--- src/hw/rtl/rsgp_pkg.sv ---
package rsgp_pkg;

	localparam int IN_W  = 40;
	localparam int OUT_W = 24;

	localparam logic [1:0] ST_OK     = 2'd0;
	localparam logic [1:0] ST_BAD    = 2'd1;
	localparam logic [1:0] ST_NOPRIM = 2'd2;

	typedef enum logic [3:0] {
		OP_NONE,
		OP_LOAD,
		OP_FINIT,
		OP_FILL,
		OP_INV,
		OP_RSTEP,
		OP_GINIT,
		OP_GSTART,
		OP_GRD,
		OP_GLOG,
		OP_GALOG,
		OP_GWR,
		OP_ERD,
		OP_ELOG,
		OP_ENEXT
	} op_t;

	typedef struct packed {
		op_t        op;
		logic       set_err;
		logic [1:0] err_code;
	} cmd_t;

	typedef struct packed {
		logic param_bad;
		logic fill_last;
		logic fill_prim;
		logic inv_found;
		logic inv_fail;
		logic root_ready;
		logic no_roots;
		logic j_zero;
		logic outer_last;
		logic emit_last;
	} stat_t;

endpackage

--- src/hw/rtl/rsgp_ctrl.sv ---
module rsgp_ctrl (
	input  logic            clk,
	input  logic            arst_n,
	input  logic            in_valid,
	output logic            in_ready,
	output logic            out_valid,
	input  logic            out_ready,
	input  rsgp_pkg::stat_t stat,
	output rsgp_pkg::cmd_t  cmd
);
	import rsgp_pkg::*;

	typedef enum logic [14:0] {
		S_IDLE   = 15'b000000000000001,
		S_CHECK  = 15'b000000000000010,
		S_FILL   = 15'b000000000000100,
		S_INV    = 15'b000000000001000,
		S_RINIT  = 15'b000000000010000,
		S_GINIT  = 15'b000000000100000,
		S_GSTART = 15'b000000001000000,
		S_GRD    = 15'b000000010000000,
		S_GLOG   = 15'b000000100000000,
		S_GALOG  = 15'b000001000000000,
		S_GWR    = 15'b000010000000000,
		S_ERD    = 15'b000100000000000,
		S_ELOG   = 15'b001000000000000,
		S_EOUT   = 15'b010000000000000,
		S_ERR    = 15'b100000000000000
	} state_t;

	state_t state_q, state_d;

	always_ff @(posedge clk or negedge arst_n) begin
		if (!arst_n) begin
			state_q <= S_IDLE;
		end else begin
			state_q <= state_d;
		end
	end

	always_comb begin
		state_d      = state_q;
		cmd.op       = OP_NONE;
		cmd.set_err  = 1'b0;
		cmd.err_code = ST_OK;
		in_ready     = (state_q == S_IDLE);
		out_valid    = (state_q == S_EOUT) || (state_q == S_ERR);
		unique case (state_q)
			S_IDLE: begin
				if (in_valid) begin
					cmd.op  = OP_LOAD;
					state_d = S_CHECK;
				end
			end
			S_CHECK: begin
				if (stat.param_bad) begin
					cmd.set_err  = 1'b1;
					cmd.err_code = ST_BAD;
					state_d      = S_ERR;
				end else begin
					cmd.op  = OP_FINIT;
					state_d = S_FILL;
				end
			end
			S_FILL: begin
				cmd.op = OP_FILL;
				if (stat.fill_last) begin
					if (stat.fill_prim) begin
						state_d = S_INV;
					end else begin
						cmd.set_err  = 1'b1;
						cmd.err_code = ST_NOPRIM;
						state_d      = S_ERR;
					end
				end
			end
			S_INV: begin
				cmd.op = OP_INV;
				if (stat.inv_found) begin
					state_d = S_RINIT;
				end else if (stat.inv_fail) begin
					cmd.set_err  = 1'b1;
					cmd.err_code = ST_BAD;
					state_d      = S_ERR;
				end
			end
			S_RINIT: begin
				cmd.op = OP_RSTEP;
				if (stat.root_ready) begin
					state_d = S_GINIT;
				end
			end
			S_GINIT: begin
				cmd.op  = OP_GINIT;
				state_d = stat.no_roots ? S_ERD : S_GSTART;
			end
			S_GSTART: begin
				cmd.op  = OP_GSTART;
				state_d = S_GRD;
			end
			S_GRD: begin
				cmd.op  = OP_GRD;
				state_d = S_GLOG;
			end
			S_GLOG: begin
				cmd.op  = OP_GLOG;
				state_d = S_GALOG;
			end
			S_GALOG: begin
				cmd.op  = OP_GALOG;
				state_d = S_GWR;
			end
			S_GWR: begin
				cmd.op = OP_GWR;
				if (!stat.j_zero) begin
					state_d = S_GRD;
				end else begin
					state_d = stat.outer_last ? S_ERD : S_GSTART;
				end
			end
			S_ERD: begin
				cmd.op  = OP_ERD;
				state_d = S_ELOG;
			end
			S_ELOG: begin
				cmd.op  = OP_ELOG;
				state_d = S_EOUT;
			end
			S_EOUT: begin
				if (out_ready) begin
					cmd.op  = OP_ENEXT;
					state_d = stat.emit_last ? S_IDLE : S_ERD;
				end
			end
			S_ERR: begin
				if (out_ready) begin
					state_d = S_IDLE;
				end
			end
			default: begin
				state_d = S_IDLE;
			end
		endcase
	end

endmodule
--- config.mk ---
export PLATFORM = sky130hd
export DESIGN_NAME = rsgp_ctrl
export DESIGN_NICKNAME = d
export VERILOG_FILES = /design/src/hw/rtl/rsgp_pkg.sv /design/src/hw/rtl/rsgp_ctrl.sv
export SDC_FILE = /design/constraint.sdc
export NUM_CORES = 1
export LEC_CHECK = 0
export BUFFER_PORTS_ARGS = -buffer_cell sky130_fd_sc_hd__buf_2
export CAP_MARGIN = 10
export CORE_MARGIN = 10
export CORE_UTILIZATION = 50
export DETAILED_ROUTE_END_ITERATION = 8
export GPL_TIMING_DRIVEN = 0
export HOLD_SLACK_MARGIN = 0.06
export PLACE_DENSITY = 0.82
export SYNTH_ARGS = -nofsm -noshare
export SYNTH_HDL_FRONTEND = slang
export SYNTH_SLANG_ARGS = --single-unit
--- constraint.sdc ---
create_clock -name clk -period 2.9 [get_ports clk]
set_input_delay 0.29 -clock clk [delete_from_list [all_inputs] [get_ports clk]]
set_output_delay 0.29 -clock clk [all_outputs]
set_load 0.02 [all_outputs]
==> impl_metrics.py <==
metrics = {
    "run_status": {
        "status": "complete, no violations",
    },
    "critical_path": {
        "slowest_delay_ns": 0.51,
        "cpLargestDelayFamily": "simple AND/OR/NAND/NOR gates",
        "path_class": "reg2out",
        "start_kind": "flip-flop",
        "cp_slowest_cell": "or4_1",
        "critPathCaptureType": "output port",
        "cp_num_buf_inv": 2,
        "path_max_fanout": 10,
        "required_ns": 2.61,
        "path_cells": "clkbuf_1, nor4_4, nand2_2, or4_1, nor2_1, nor3_1, nand4_1, buf_2",
        "worstPathArrival_ns": 2.51,
    },
    "power": {
        "p_comb_frac": 0.575,
        "seqPwrFrac": 0.281,
        "power.share.switching": 0.4297,
        "p_leak_nw": 0.6801,
        "power.share.clock": 0.144,
        "finalPower_uw": 880.8,
        "vdd_ir_drop_max_uv": 459.8,
        "p_sw_uw": 378.5,
        "power_density_nw_per_um2": 625.8,
        "p_int_uw": 502.3,
    },
    "layout": {
        "largest_register_ffs": 15,
        "largest_registers": "state_q x15",
        "syn2layout_area_growth_pct": 22.42,
        "drive_above_1_share": 0.2428,
        "diodes": 0,
        "fill_cells": 183,
        "finalNetCount": 188,
        "regMostFlops": "state_q",
        "final_util": 0.6425,
    },
    "drt": {
        "via_per_inst": 6.343,
        "drc": 0,
        "drtIter0Drc": 100,
        "drtAntennaViolNets": 0,
        "dr.pass1.iters": 4,
        "wl_per_cell_um": 17.19,
        "wl_mm": 3.455,
        "vias": 1275,
    },
    "timing": {
        "hold_viol_final": 0,
        "period_share": 0.9640,
        "min_period_ns": 2.796,
        "slew_headroom": 0.4984,
        "setup_viol": 0,
        "whs_ns": 0.1643,
        "clock_skew_ns": 0.01258,
        "fmax_mhz": 357.7,
        "slew_viol_final": 0,
        "worst_pin_slew_ns": 0.7419,
    },
    "place": {
        "placement.io_buffers": 22,
        "gp_congestion": 0.9677,
        "place_hpwl_mm": 2.522,
    },
    "clock_network": {
        "cts_tree": "built",
        "cts_max_level": 1,
        "worstSkewPairLatency_ns": 0.29,
        "clock-sinks": 15,
        "cts_buffer_depth": 2,
        "numCtsBuffers": 3,
        "cts.clk_slew.worst_paths_ns": 0.10,
        "cts_root_buf": "clkbuf_4",
    },
    "yosys": {
        "synthTopCellsByArea": "dfrtp_1, nand2_1, nor4_1",
        "synth_ff_type": "dfrtp_1",
        "syn_inst": 143,
        "seq_area_frac_synth": 0.3275,
        "yosys_warnings": 0,
        "ys_ff_latch": 15,
        "synth_edf_count": 0,
        "synth.most_common_cell": "nand2_1",
        "synth.cell_area_um2": 1150,
        "synth_fp_nets": 157,
        "yosys-top-cells-count": "nand2_1, dfrtp_1, nor2_1",
        "yosys.area.top_type": "dfrtp_1",
        "async_flop_share": 1.000,
        "avgSynthCellArea_um2": 8.041,
        "synth.top_cell.area_share": 0.3047,
        "yosysUniqueCellTypes": 40,
    },
    "global_routing": {
        "grt_pass1_wl_mm": 5.727,
        "grt_max_degree": 16,
        "antenna_found_initial": 0,
        "grt_use_total": 0.1575,
        "overflow": 0,
        "grt_pass1_vias": 1219,
    },
    "floorplan": {
        "die-area_um2": 4618,
        "ios": 23,
        "core_um2": 2191,
        "die_h_um": 67.96,
        "die_x_um": 67.96,
        "row_count": 17,
        "start_util": 0.5248,
    },
    "job": {
        "drv_cap": 0,
    },
    "worst_hold_path": {
        "hold_path_class": "in2reg",
    },
}
==> final timing paths <==
path                                        start                     end  slack (ns)  depth (start not counted)
min                                       stat[8]  state_q[2]$_DFFE_PN0P_        0.16                          2
min in group asynchronous                  arst_n  state_q[1]$_DFFE_PN0P_        0.43                          2
min reg2reg                state_q[0]$_DFFE_PN1P_  state_q[0]$_DFFE_PN1P_        0.62                          3
max reg2reg                state_q[5]$_DFFE_PN0P_  state_q[5]$_DFFE_PN0P_        0.39                          7
max in group asynchronous                  arst_n  state_q[0]$_DFFE_PN1P_        2.17                          2
max                        state_q[7]$_DFFE_PN0P_                  cmd[4]        0.10                          8
==> kinds of logic (layout without fill, tap and decap cells) <==
group / Yosys count / after routing / synth area share
AOI/OAI and AO/OA: 23 / 23 / 0.1393
xor gates and xnor gates: 5 / 5 / 0.03809
buffers and inverters: 16 / 46 / 0.06637
DFF: 15 / 15 / 0.3275
and+or+nand+nor: 84 / 84 / 0.4287
==> cell type report <==
type | instances | area [um2] | share of cell area
Tap cell | 28 | 35.03 | 0.02489
Buffer | 10 | 53.80 | 0.03822
Multi-Input combinational cell | 112 | 750.7 | 0.5333
Inverter | 6 | 22.52 | 0.01600
Timing Repair Buffer | 26 | 142.6 | 0.1013
Clock buffer | 4 | 26.28 | 0.01867
Sequential cell | 15 | 376.6 | 0.2676
==> layer usage <==
layer | global-route usage | routed length, um
met5 | 0 | 0
met4 | 0.05528 | 65
met1 | 0.2010 | 1412
met2 | 0.2535 | 1601
met3 | 0.03752 | 375
==> power groups by stage <==
stage | clock [mW] | combinational, mW | sequential (mW)
final | 0.127 | 0.506 | 0.247
after CTS | 0.127 | 0.482 | 0.246
after global placement | 0 | 0.467 | 0.248
after floorplan | 0 | 0.356 | 0.247
after detailed placement | 0 | 0.469 | 0.249
after global routing | 0.135 | 0.547 | 0.250
==> per-stage QoR <==
step / worst slack [ns] / instances / area [um2] / setup TNS [ns]
final: 0.1044 / 201 / 1408 / 0
after global routing: -0.03246 / 201 / 1408 / -0.03246
after global placement: 0.1017 / 193 / 1295 / 0
after CTS: 0.01992 / 199 / 1366 / 0
after floorplan: 0.3497 / 143 / 1150 / 0
after detailed placement: 0.02783 / 193 / 1295 / 0
==> placed cells by master (no fill, tap or decap), types with 2 or more instances in the layout <==
cell type and count:
buf_4 3, a21o_1 2, xor2_1 2, nand4_1 4, and2_1 2, or4_4 2
nand2_1 16, inv_1 6, or4_1 5, o41ai_1 2, nor2_1 9, dfrtp_1 14
nor4_1 5, and3_1 3, nor4b_1 3, xnor2_1 3, buf_2 23, or3_1 2
nor3b_1 2, nor4_2 2, nor3_1 9, clkbuf_1 8, nor4_4 3, a31oi_1 2
a22o_1 2, nand2b_1 6, a211oi_1 2, buf_6 2, o21ai_1 2, nand3_1 4
clkbuf_4 3, a21oi_1 6
==> repair_timing <==
| item | 4_1_cts | 5_1_grt |
|---|---|---|
| setup endpoints to repair | 5 | 6 |
| hold endpoints to repair | 14 | 0 |
| buffers inserted | 1 | 2 |
| gates resized for setup | 4 | 5 |
| hold buffers | 1 | 0 |
| pin swaps | 1 | 1 |
Power figures use the tool's default switching activity.
